===== config.mk =====
export PLATFORM = sky130hd
export DESIGN_NAME = rc_switch_edge_decoder_core_flat
export DESIGN_NICKNAME = d
export VERILOG_FILES = /design/src/hw/rtl/rcsed_pkg.sv /design/src/hw/rtl/rcsed_frame_if.sv /design/src/hw/rtl/rc_switch_edge_decoder_core.sv /design/src/flat_wrapper.sv
export SDC_FILE = /design/constraint.sdc
export NUM_CORES = 1
export LEC_CHECK = 0
export BUFFER_PORTS_ARGS = -buffer_cell sky130_fd_sc_hd__clkbuf_2
export CAP_MARGIN = 20
export CORE_ASPECT_RATIO = 1.75
export CORE_MARGIN = 2
export CORE_UTILIZATION = 40
export DETAILED_ROUTE_END_ITERATION = 7
export PLACE_DENSITY = 0.61
export SLEW_MARGIN = 20
export SYNTH_ARGS = -nofsm -noshare
export SYNTH_HDL_FRONTEND = slang
export SYNTH_SLANG_ARGS = --single-unit

===== constraint.sdc =====
create_clock -name i_clk -period 10.88 [get_ports i_clk]
set_input_delay 2.72 -clock i_clk [delete_from_list [all_inputs] [get_ports i_clk]]
set_output_delay 2.72 -clock i_clk [all_outputs]
set_load 0.005 [all_outputs]

===== src/hw/rtl/rcsed_pkg.sv =====
// Package for the radio-control switch edge decoder: payload types, register codes and constants.
package rcsed_pkg;

    // Pulse widths are in microseconds, timestamps in milliseconds.
    localparam int PULSE_W    = 12;
    localparam int DZ_W       = 11;
    localparam int TIME_W     = 32;
    localparam int CMD_MS_W   = 16;
    localparam int CFG_DATA_W = 16;
    localparam int CFG_IDX_W  = 3;

    localparam logic [PULSE_W-1:0] CENTER_US    = PULSE_W'(1500);
    localparam logic [PULSE_W-1:0] RANGE_MAX_US = PULSE_W'(2100);

    // Configuration register indexes.
    typedef enum logic [CFG_IDX_W-1:0] {
        REG_MODE_THR     = 3'd0,
        REG_GEAR_THR     = 3'd1,
        REG_REBOOT_THR   = 3'd2,
        REG_TAKEOFF_THR  = 3'd3,
        REG_LAND_THR     = 3'd4,
        REG_STICK_DZ     = 3'd5,
        REG_THROTTLE_DZ  = 3'd6,
        REG_CMD_PULSE_MS = 3'd7
    } t_cfg_reg;

    // Register reset values.
    localparam logic [PULSE_W-1:0]  RST_MODE_THR     = PULSE_W'(1750);
    localparam logic [PULSE_W-1:0]  RST_GEAR_THR     = PULSE_W'(1750);
    localparam logic [PULSE_W-1:0]  RST_REBOOT_THR   = PULSE_W'(1500);
    localparam logic [PULSE_W-1:0]  RST_TAKEOFF_THR  = PULSE_W'(1250);
    localparam logic [PULSE_W-1:0]  RST_LAND_THR     = PULSE_W'(1750);
    localparam logic [DZ_W-1:0]     RST_STICK_DZ     = DZ_W'(125);
    localparam logic [DZ_W-1:0]     RST_THROTTLE_DZ  = DZ_W'(125);
    localparam logic [CMD_MS_W-1:0] RST_CMD_PULSE_MS = CMD_MS_W'(1000);

    // Takeoff/land flag bit positions.
    localparam int TL_TAKEOFF_TOG  = 0;
    localparam int TL_TAKEOFF_EXIT = 1;
    localparam int TL_LAND_TOG     = 2;
    localparam int TL_LAND_EXIT    = 3;

    // One radio-control frame.
    typedef struct packed {
        logic [PULSE_W-1:0] stick_roll;
        logic [PULSE_W-1:0] stick_pitch;
        logic [PULSE_W-1:0] stick_throttle;
        logic [PULSE_W-1:0] stick_yaw;
        logic [PULSE_W-1:0] mode_pulse;
        logic [PULSE_W-1:0] gear_pulse;
        logic [PULSE_W-1:0] reboot_pulse;
        logic [PULSE_W-1:0] takeoff_land_pulse;
        logic [TIME_W-1:0]  frame_time_ms;
    } t_rc_frame;

    // One decoded result.
    typedef struct packed {
        logic hover_mode;
        logic hover_entered;
        logic command_mode;
        logic command_entered;
        logic takeoff_toggle;
        logic takeoff_exit;
        logic land_toggle;
        logic land_exit;
        logic reboot_toggle;
        logic formation_toggle;
        logic sticks_centered;
        logic range_error;
    } t_rc_result;

endpackage


===== src/hw/rtl/rcsed_frame_if.sv =====
// Request channel interfaces for frames in and decoded results out.
interface rcsed_frame_if import rcsed_pkg::*; ();
    logic      valid;
    logic      ready;
    t_rc_frame data;

    modport source (output valid, output data, input ready);
    modport sink   (input valid, input data, output ready);
endinterface

interface rcsed_result_if import rcsed_pkg::*; ();
    logic       valid;
    logic       ready;
    t_rc_result data;

    modport source (output valid, output data, input ready);
    modport sink   (input valid, input data, output ready);
endinterface


===== src/hw/rtl/rc_switch_edge_decoder_core.sv =====
// Radio-control switch edge decoder: one frame in, one result of mode levels and toggles out.
//
// Decodes one radio-control frame per clock cycle while results are taken as they appear. A
// frame request is taken whenever the result register is empty or its result is being taken
// in the same cycle, and its result is written into that register at the edge that takes the
// frame, so a held result that is not taken stalls new frames. Switch histories, the
// hover/command levels, the command entry timer and the takeoff/land flags update at the edge
// that takes a frame. The first frame after reset seeds the switch histories and shows no
// switch crossing. Configuration registers are written through the plain write port and
// should only be changed while no frame is in flight.
module rc_switch_edge_decoder_core import rcsed_pkg::*; (
    input  logic                  i_clk,
    input  logic                  i_rst_n,
    input  logic                  i_cfg_we,
    input  logic [CFG_IDX_W-1:0]  i_cfg_index,
    input  logic [CFG_DATA_W-1:0] i_cfg_data,
    rcsed_frame_if.sink           i_frame_if,
    rcsed_result_if.source        o_result_if
);

    // Configuration registers.
    logic [PULSE_W-1:0]  r_mode_thr;
    logic [PULSE_W-1:0]  r_gear_thr;
    logic [PULSE_W-1:0]  r_reboot_thr;
    logic [PULSE_W-1:0]  r_takeoff_thr;
    logic [PULSE_W-1:0]  r_land_thr;
    logic [DZ_W-1:0]     r_stick_dz;
    logic [DZ_W-1:0]     r_throttle_dz;
    logic [CMD_MS_W-1:0] r_cmd_pulse_ms;

    // Decoder state.
    logic               r_seen_first;
    logic [PULSE_W-1:0] r_prev_mode;
    logic [PULSE_W-1:0] r_prev_gear;
    logic [PULSE_W-1:0] r_prev_reboot;
    logic [PULSE_W-1:0] r_prev_tl;
    logic               r_hover_level;
    logic               r_command_level;
    logic               r_command_flag;
    logic [TIME_W-1:0]  r_command_start;
    logic [3:0]         r_tl_flags;

    // Result register.
    logic       r_out_valid;
    t_rc_result r_out;

    // Next values.
    logic               n_hover_level;
    logic               n_command_level;
    logic               n_command_flag;
    logic [TIME_W-1:0]  n_command_start;
    logic [3:0]         n_tl_flags;
    t_rc_result         n_out;

    // Working signals.
    t_rc_frame          frame;
    logic               accept;
    logic [PULSE_W-1:0] prev_mode;
    logic [PULSE_W-1:0] prev_gear;
    logic [PULSE_W-1:0] prev_reboot;
    logic [PULSE_W-1:0] prev_tl;
    logic               gear_rise;
    logic               cmd_flag_mid;
    logic [TIME_W-1:0]  cmd_start_mid;
    logic [TIME_W-1:0]  elapsed;
    logic               formation;

    // Distance of a stick pulse from center, compared strictly against a dead zone.
    function automatic logic stick_within(input logic [PULSE_W-1:0] p,
                                          input logic [DZ_W-1:0] dz);
        logic [PULSE_W-1:0] d;
        d = (p > CENTER_US) ? (p - CENTER_US) : (CENTER_US - p);
        return d < {1'b0, dz};
    endfunction

    assign frame  = i_frame_if.data;
    assign accept = i_frame_if.valid && i_frame_if.ready;

    // A new frame is taken while the result register is free or being drained.
    assign i_frame_if.ready  = !r_out_valid || o_result_if.ready;
    assign o_result_if.valid = r_out_valid;
    assign o_result_if.data  = r_out;

    // Configuration writes.
    always_ff @(posedge i_clk) begin
        if (!i_rst_n) begin
            r_mode_thr     <= RST_MODE_THR;
            r_gear_thr     <= RST_GEAR_THR;
            r_reboot_thr   <= RST_REBOOT_THR;
            r_takeoff_thr  <= RST_TAKEOFF_THR;
            r_land_thr     <= RST_LAND_THR;
            r_stick_dz     <= RST_STICK_DZ;
            r_throttle_dz  <= RST_THROTTLE_DZ;
            r_cmd_pulse_ms <= RST_CMD_PULSE_MS;
        end else if (i_cfg_we) begin
            case (t_cfg_reg'(i_cfg_index))
                REG_MODE_THR:     r_mode_thr     <= i_cfg_data[PULSE_W-1:0];
                REG_GEAR_THR:     r_gear_thr     <= i_cfg_data[PULSE_W-1:0];
                REG_REBOOT_THR:   r_reboot_thr   <= i_cfg_data[PULSE_W-1:0];
                REG_TAKEOFF_THR:  r_takeoff_thr  <= i_cfg_data[PULSE_W-1:0];
                REG_LAND_THR:     r_land_thr     <= i_cfg_data[PULSE_W-1:0];
                REG_STICK_DZ:     r_stick_dz     <= i_cfg_data[DZ_W-1:0];
                REG_THROTTLE_DZ:  r_throttle_dz  <= i_cfg_data[DZ_W-1:0];
                REG_CMD_PULSE_MS: r_cmd_pulse_ms <= i_cfg_data[CMD_MS_W-1:0];
                default: begin
                end
            endcase
        end
    end

    // The first frame sees its own pulses as history, so it shows no crossing.
    always_comb begin
        prev_mode   = r_seen_first ? r_prev_mode   : frame.mode_pulse;
        prev_gear   = r_seen_first ? r_prev_gear   : frame.gear_pulse;
        prev_reboot = r_seen_first ? r_prev_reboot : frame.reboot_pulse;
        prev_tl     = r_seen_first ? r_prev_tl     : frame.takeoff_land_pulse;
    end

    // Takeoff/land crossings, judged only if the previous frame was hovering.
    always_comb begin
        n_tl_flags = r_tl_flags;
        if (r_hover_level) begin
            n_tl_flags = '0;
            if (prev_tl > r_takeoff_thr && frame.takeoff_land_pulse < r_takeoff_thr) begin
                n_tl_flags[TL_TAKEOFF_TOG] = 1'b1;
            end else if (prev_tl < r_takeoff_thr &&
                         frame.takeoff_land_pulse > r_takeoff_thr) begin
                n_tl_flags[TL_TAKEOFF_EXIT] = 1'b1;
            end else if (prev_tl < r_land_thr && frame.takeoff_land_pulse > r_land_thr) begin
                n_tl_flags[TL_LAND_TOG] = 1'b1;
            end else if (prev_tl > r_land_thr && frame.takeoff_land_pulse < r_land_thr) begin
                n_tl_flags[TL_LAND_EXIT] = 1'b1;
            end
        end
    end

    // Hover and command levels, and the command entry flag with its timeout.
    always_comb begin
        n_hover_level   = frame.mode_pulse > r_mode_thr;
        gear_rise       = prev_gear < r_gear_thr && frame.gear_pulse > r_gear_thr;
        n_command_level = r_command_level;
        cmd_flag_mid    = r_command_flag;
        cmd_start_mid   = r_command_start;
        if (n_hover_level) begin
            if (gear_rise) begin
                cmd_start_mid = frame.frame_time_ms;
                cmd_flag_mid  = 1'b1;
            end else if (frame.gear_pulse < r_gear_thr) begin
                cmd_flag_mid = 1'b0;
            end
            n_command_level = frame.gear_pulse > r_gear_thr;
        end
        elapsed         = frame.frame_time_ms - cmd_start_mid;
        n_command_flag  = cmd_flag_mid && !(elapsed > {{(TIME_W-CMD_MS_W){1'b0}},
                                                       r_cmd_pulse_ms});
        n_command_start = cmd_start_mid;
    end

    // Assemble the result.
    always_comb begin
        formation               = prev_reboot < r_reboot_thr &&
                                  frame.reboot_pulse > r_reboot_thr;
        n_out.hover_mode        = n_hover_level;
        n_out.hover_entered     = prev_mode < r_mode_thr && frame.mode_pulse > r_mode_thr;
        n_out.command_mode      = n_command_level;
        n_out.command_entered   = n_command_flag;
        n_out.takeoff_toggle    = n_tl_flags[TL_TAKEOFF_TOG];
        n_out.takeoff_exit      = n_tl_flags[TL_TAKEOFF_EXIT];
        n_out.land_toggle       = n_tl_flags[TL_LAND_TOG];
        n_out.land_exit         = n_tl_flags[TL_LAND_EXIT];
        n_out.reboot_toggle     = !n_hover_level && !n_command_level && formation;
        n_out.formation_toggle  = formation;
        n_out.sticks_centered   = stick_within(frame.stick_roll, r_stick_dz) &&
                                  stick_within(frame.stick_pitch, r_stick_dz) &&
                                  stick_within(frame.stick_throttle, r_throttle_dz) &&
                                  stick_within(frame.stick_yaw, r_stick_dz);
        n_out.range_error       = frame.mode_pulse > RANGE_MAX_US ||
                                  frame.gear_pulse > RANGE_MAX_US ||
                                  frame.reboot_pulse > RANGE_MAX_US;
    end

    // Decoder state advances on each accepted frame.
    always_ff @(posedge i_clk) begin
        if (!i_rst_n) begin
            r_seen_first    <= 1'b0;
            r_prev_mode     <= '0;
            r_prev_gear     <= '0;
            r_prev_reboot   <= '0;
            r_prev_tl       <= '0;
            r_hover_level   <= 1'b1;
            r_command_level <= 1'b1;
            r_command_flag  <= 1'b0;
            r_command_start <= '0;
            r_tl_flags      <= '0;
        end else if (accept) begin
            r_seen_first    <= 1'b1;
            r_prev_mode     <= frame.mode_pulse;
            r_prev_gear     <= frame.gear_pulse;
            r_prev_reboot   <= frame.reboot_pulse;
            r_prev_tl       <= frame.takeoff_land_pulse;
            r_hover_level   <= n_hover_level;
            r_command_level <= n_command_level;
            r_command_flag  <= n_command_flag;
            r_command_start <= n_command_start;
            r_tl_flags      <= n_tl_flags;
        end
    end

    // Result register valid flag.
    always_ff @(posedge i_clk) begin
        if (!i_rst_n) begin
            r_out_valid <= 1'b0;
        end else if (accept) begin
            r_out_valid <= 1'b1;
        end else if (o_result_if.ready) begin
            r_out_valid <= 1'b0;
        end
    end

    // Result payload.
    always_ff @(posedge i_clk) begin
        if (accept) begin
            r_out <= n_out;
        end
    end

`ifndef ASSERT_OFF
    // At most one takeoff/land flag is ever held.
    a_tl_onehot: assert property (@(posedge i_clk) disable iff (!i_rst_n)
        $onehot0(r_tl_flags))
        else $error("more than one takeoff/land flag set");

    // A reboot toggle is always also a formation toggle.
    a_reboot_formation: assert property (@(posedge i_clk) disable iff (!i_rst_n)
        r_out_valid && r_out.reboot_toggle |-> r_out.formation_toggle)
        else $error("reboot toggle without formation toggle");

    // Hover entry is only reported together with the hover level.
    a_hover_entry: assert property (@(posedge i_clk) disable iff (!i_rst_n)
        r_out_valid && r_out.hover_entered |-> r_out.hover_mode)
        else $error("hover entry outside hover mode");

    // An accepted frame always leaves a result and seeds the history.
    a_accept_result: assert property (@(posedge i_clk) disable iff (!i_rst_n)
        accept |=> r_out_valid && r_seen_first)
        else $error("accepted frame left no result");
`endif

endmodule

===== src/flat_wrapper.sv =====
// flat-port wrapper written by rule: the top's interface ports become plain ports
module rc_switch_edge_decoder_core_flat import rcsed_pkg::*;
  (i_clk, i_rst_n, i_cfg_we, i_cfg_index, i_cfg_data, i_frame_if_valid, i_frame_if_data, i_frame_if_ready, o_result_if_valid, o_result_if_data, o_result_if_ready);
  rcsed_frame_if i_frame_if_i ();
  rcsed_result_if o_result_if_i ();
  input  logic i_clk;
  input  logic i_rst_n;
  input  logic i_cfg_we;
  input  logic [CFG_IDX_W-1:0] i_cfg_index;
  input  logic [CFG_DATA_W-1:0] i_cfg_data;
  input wire logic [$bits(i_frame_if_i.valid)-1:0] i_frame_if_valid;
  input wire logic [$bits(i_frame_if_i.data)-1:0] i_frame_if_data;
  output wire logic [$bits(i_frame_if_i.ready)-1:0] i_frame_if_ready;
  output wire logic [$bits(o_result_if_i.valid)-1:0] o_result_if_valid;
  output wire logic [$bits(o_result_if_i.data)-1:0] o_result_if_data;
  input wire logic [$bits(o_result_if_i.ready)-1:0] o_result_if_ready;
  assign i_frame_if_i.valid = i_frame_if_valid;
  assign i_frame_if_i.data = i_frame_if_data;
  assign i_frame_if_ready = i_frame_if_i.ready;
  assign o_result_if_valid = o_result_if_i.valid;
  assign o_result_if_data = o_result_if_i.data;
  assign o_result_if_i.ready = o_result_if_ready;
  rc_switch_edge_decoder_core u_core (.i_clk(i_clk), .i_rst_n(i_rst_n), .i_cfg_we(i_cfg_we), .i_cfg_index(i_cfg_index), .i_cfg_data(i_cfg_data), .i_frame_if(i_frame_if_i), .o_result_if(o_result_if_i));
endmodule

==> impl_results.md <==
- Cell Area, Synth: 15,960 um^2
- Worst-skew pair later-pin latency: 460 ps
- Status: finished clean
- Crit. End Element: register
- WP data arrival: 10,610 ps
- Main synth FF type: dfxtp_1
- Post-Syn Nets: 2,352
- Commonest non-fill, non-tap cell in the layout: nand2_1
- Final setup vio count: 0
- Cts repair resizes: 0
- Yosys reg bits: 199
- Top cells by area, synth: dfxtp_1, ha_1, nand2_1, a21boi_0, mux2_2
- Die ar.: 41,580 um^2
- DRT Pass-1 Iters: 5
- Global-route wire length before repair: 76,200 um
- Pwr Total: 0.002115 W
- Max stage delay cell, worst path: nor3_2
- Die X: 155.0 um
- Total grt overflow: 0
- Mapped Cells: 1,990
- Per-cell routed wire length: 19.01 um
- H-tree levels: 4
- Vias/cell: 5.676
- CP Buf/Inv Count: 1
- Setup Fix Bufs, Post-CTS: 0
- Synth async-reset ratio: 0%
- Row count: 96
- I/O pins: 166
- Crit-path max FO: 6
- Clock skew: 13.96 ps
- CTS buffer count: 17
- WP data required: 11,220 ps
- Synth top area share: 23.45%
- Largest stage delay, worst path: 540 ps
- Initial antenna violation count: 2
- Initial Util: 40.64%
- CTS tree: yes
- Clk buf depth: 2
- Post-route DRC: 0
- Crit path kind: primary input to register
- Post-synthesis sequential area ratio: 25.71%
- Final hold viol count: 0
- Gr usage total: 23.37%
- GPL Wtd Cong: 0.9588
- Unrepaired setup endpoints after global routing: no
- Top Family by Delay on Critical Path: compound AO/OA/AOI/OAI gates
- VDD IR max: 107.7 uV
- Power per cell area: 119.0 nW/um^2
- Maximum Capacitance Violations: 0
- Hold_buf cts: 0
- Largest net degree at the start of global routing: 103
- Period utilization: 94.42%
- Post-DRT Antenna Nets: 0
- Core box area: 39,280 um^2
- Max Clk Rate: 97.35 MHz
- Least-Margin Pin Slew: 1044 ps
- Max-slew violations: 0
- Share of layout cells above drive strength 1: 13.51%
- Port Buffers: 165
- Post-synth EDFFs: 12
- Vias in the first global route: 14.53k
- Die H: 268.3 um
- Min Tclk post-route: 10,270 ps
- P&R area growth vs syn: 11.33%
- Crit start category: primary input
- Hold WC Path Type: register to register
- Setup TNS: 0 ps
- Routed Wire Length: 49,450 um
- Routed via count: 14.76k
- Final net count: 2,458
- Clock root buffer: clkbuf_16
- CTS sink cnt: 199
- Detail Placement HPWL: 38,730 um
- Unique masters post-synth: 74
- YS warnings: 0
- Final Util: 45.25%
- Commonest non-fill, non-tap cells in the layout: nand2_1, ha_1, dfxtp_1
- LEAKAGE: 8.186 nW
- Clock slew at reported path FFs: 80 ps
- Synth area leader: dfxtp_1
- Avg Cell Area, Syn: 8.022 um^2
- First-iteration detailed-routing DRC count: 757
- Relative slew slack: 30.05%
[cell usage after synthesis (3+ instances only)]
library cell,count
or4_1,7
xnor2_1,33
o211ai_1,61
a211oi_1,16
nor4_1,5
nand2b_1,32
edfxtp_1,12
inv_1,141
clkbuf_1,71
o22ai_1,5
and3_1,12
or3_1,3
a221o_1,3
nand3_1,36
mux2_2,51
o21a_1,18
ha_1,209
o31ai_1,9
o211a_1,28
o21bai_1,11
nor2_1,70
a21boi_0,107
nor2b_1,28
o21ai_0,82
o2111ai_1,7
buf_1,6
nand4_1,32
o31a_1,7
dfxtp_1,187
a21oi_1,89
a31oi_1,14
a22oi_1,4
and2_1,4
nor3b_1,7
nor3_1,31
clkbuf_2,12
nand2_1,351
nand3b_1,5
xor2_1,21
a221oi_1,7
a21o_1,68
mux2i_1,40
[kinds of logic (layout without fill, tap and decap cells)]
logic type,count (synthesis),count (layout),synth area share (%)
xor gates and xnor gates,54,54,2.963
buffers and inverters,234,353,5.612
other,0,2,0
DFF,199,199,25.71
and+or+nand+nor,638,638,18.34
muxes,91,91,6.106
adders and majority gates,212,212,16.63
AOI/OAI and AO/OA,562,562,24.64
[metal layers]
metal  wire length [um]  part of all wire, %  track usage (%)
met5                  0                    0                0
met4               2505                  5.1            12.34
met3               1397                  2.8            2.919
met2              27290                   55            46.28
met1              18260                   37            23.36
[worst paths after layout]
| path | cells past startpoint | to | startpoint | slack, ps |
|---|---|---|---|---|
| max | 29 | u_core.o_result_if.data[8]$_DFFE_PP_ | i_frame_if_data[57] | 610 |
| min | 2 | u_core.r_command_flag$_SDFFE_PN0P_ | u_core.r_command_flag$_SDFFE_PN0P_ | 460 |
| max reg2reg | 28 | u_core.o_result_if.data[8]$_DFFE_PP_ | u_core.r_seen_first$_SDFFE_PN0P_ | 1930 |
| min reg2reg | 2 | u_core.r_command_flag$_SDFFE_PN0P_ | u_core.r_command_flag$_SDFFE_PN0P_ | 460 |
[worst reg2reg max path, delay by kind of cell, from the launching register on]
kind	cells	cell delay (ps)
muxes	2	810
adders and majority gates	3	940
and+or+nand+nor	10	3030
AOI/OAI and AO/OA	12	3030
DFF	1	880
xor gates and xnor gates	1	150
[layout make-up]
type                       count  area [um^2]
timing repair buffer         178        925.9
fill                        3980        21510
tap                          490        613.1
multi-input combinational   1557        11000
inverter                     143        539.3
clock inverter                13        132.6
clock buffer                  19        452.9
antenna                        2        5.005
sequential                   199         4105
[sequential cells by signal (all words and copies together) (netlist names), 4 cells and up]
name and count:
u_core.r_command_start 32, u_core.r_cmd_pulse_ms 16, u_core.o_result_if.data 12, u_core.r_gear_thr 12, u_core.r_land_thr 12, u_core.r_mode_thr 12, u_core.r_prev_gear 12, u_core.r_prev_mode 12
u_core.r_prev_reboot 12, u_core.r_prev_tl 12, u_core.r_reboot_thr 12, u_core.r_takeoff_thr 12, u_core.r_stick_dz 11, u_core.r_throttle_dz 11, u_core.r_tl_flags 4
[through the flow]
stage	hold slack [ps]	cell area [um^2]	std cells	setup WS [ps]
after floorplan	430.8	15960	1990	797.5
after global placement	444.5	17170	2567	607.5
after detailed placement	455.0	17170	2567	243.3
after CTS	465.1	17750	2599	706.9
after global routing	477.6	17770	2601	120.3
final	459.3	17770	2601	607.3
[report_power, final]
group / internal [W] / switching [W] / leakage (nW)
registers: 0.000771 / 0.0000205 / 1.65
clock network: 0.000335 / 0.000323 / 0.295
logic: 0.000270 / 0.000395 / 6.24
(Power assumes the default switching activity.)
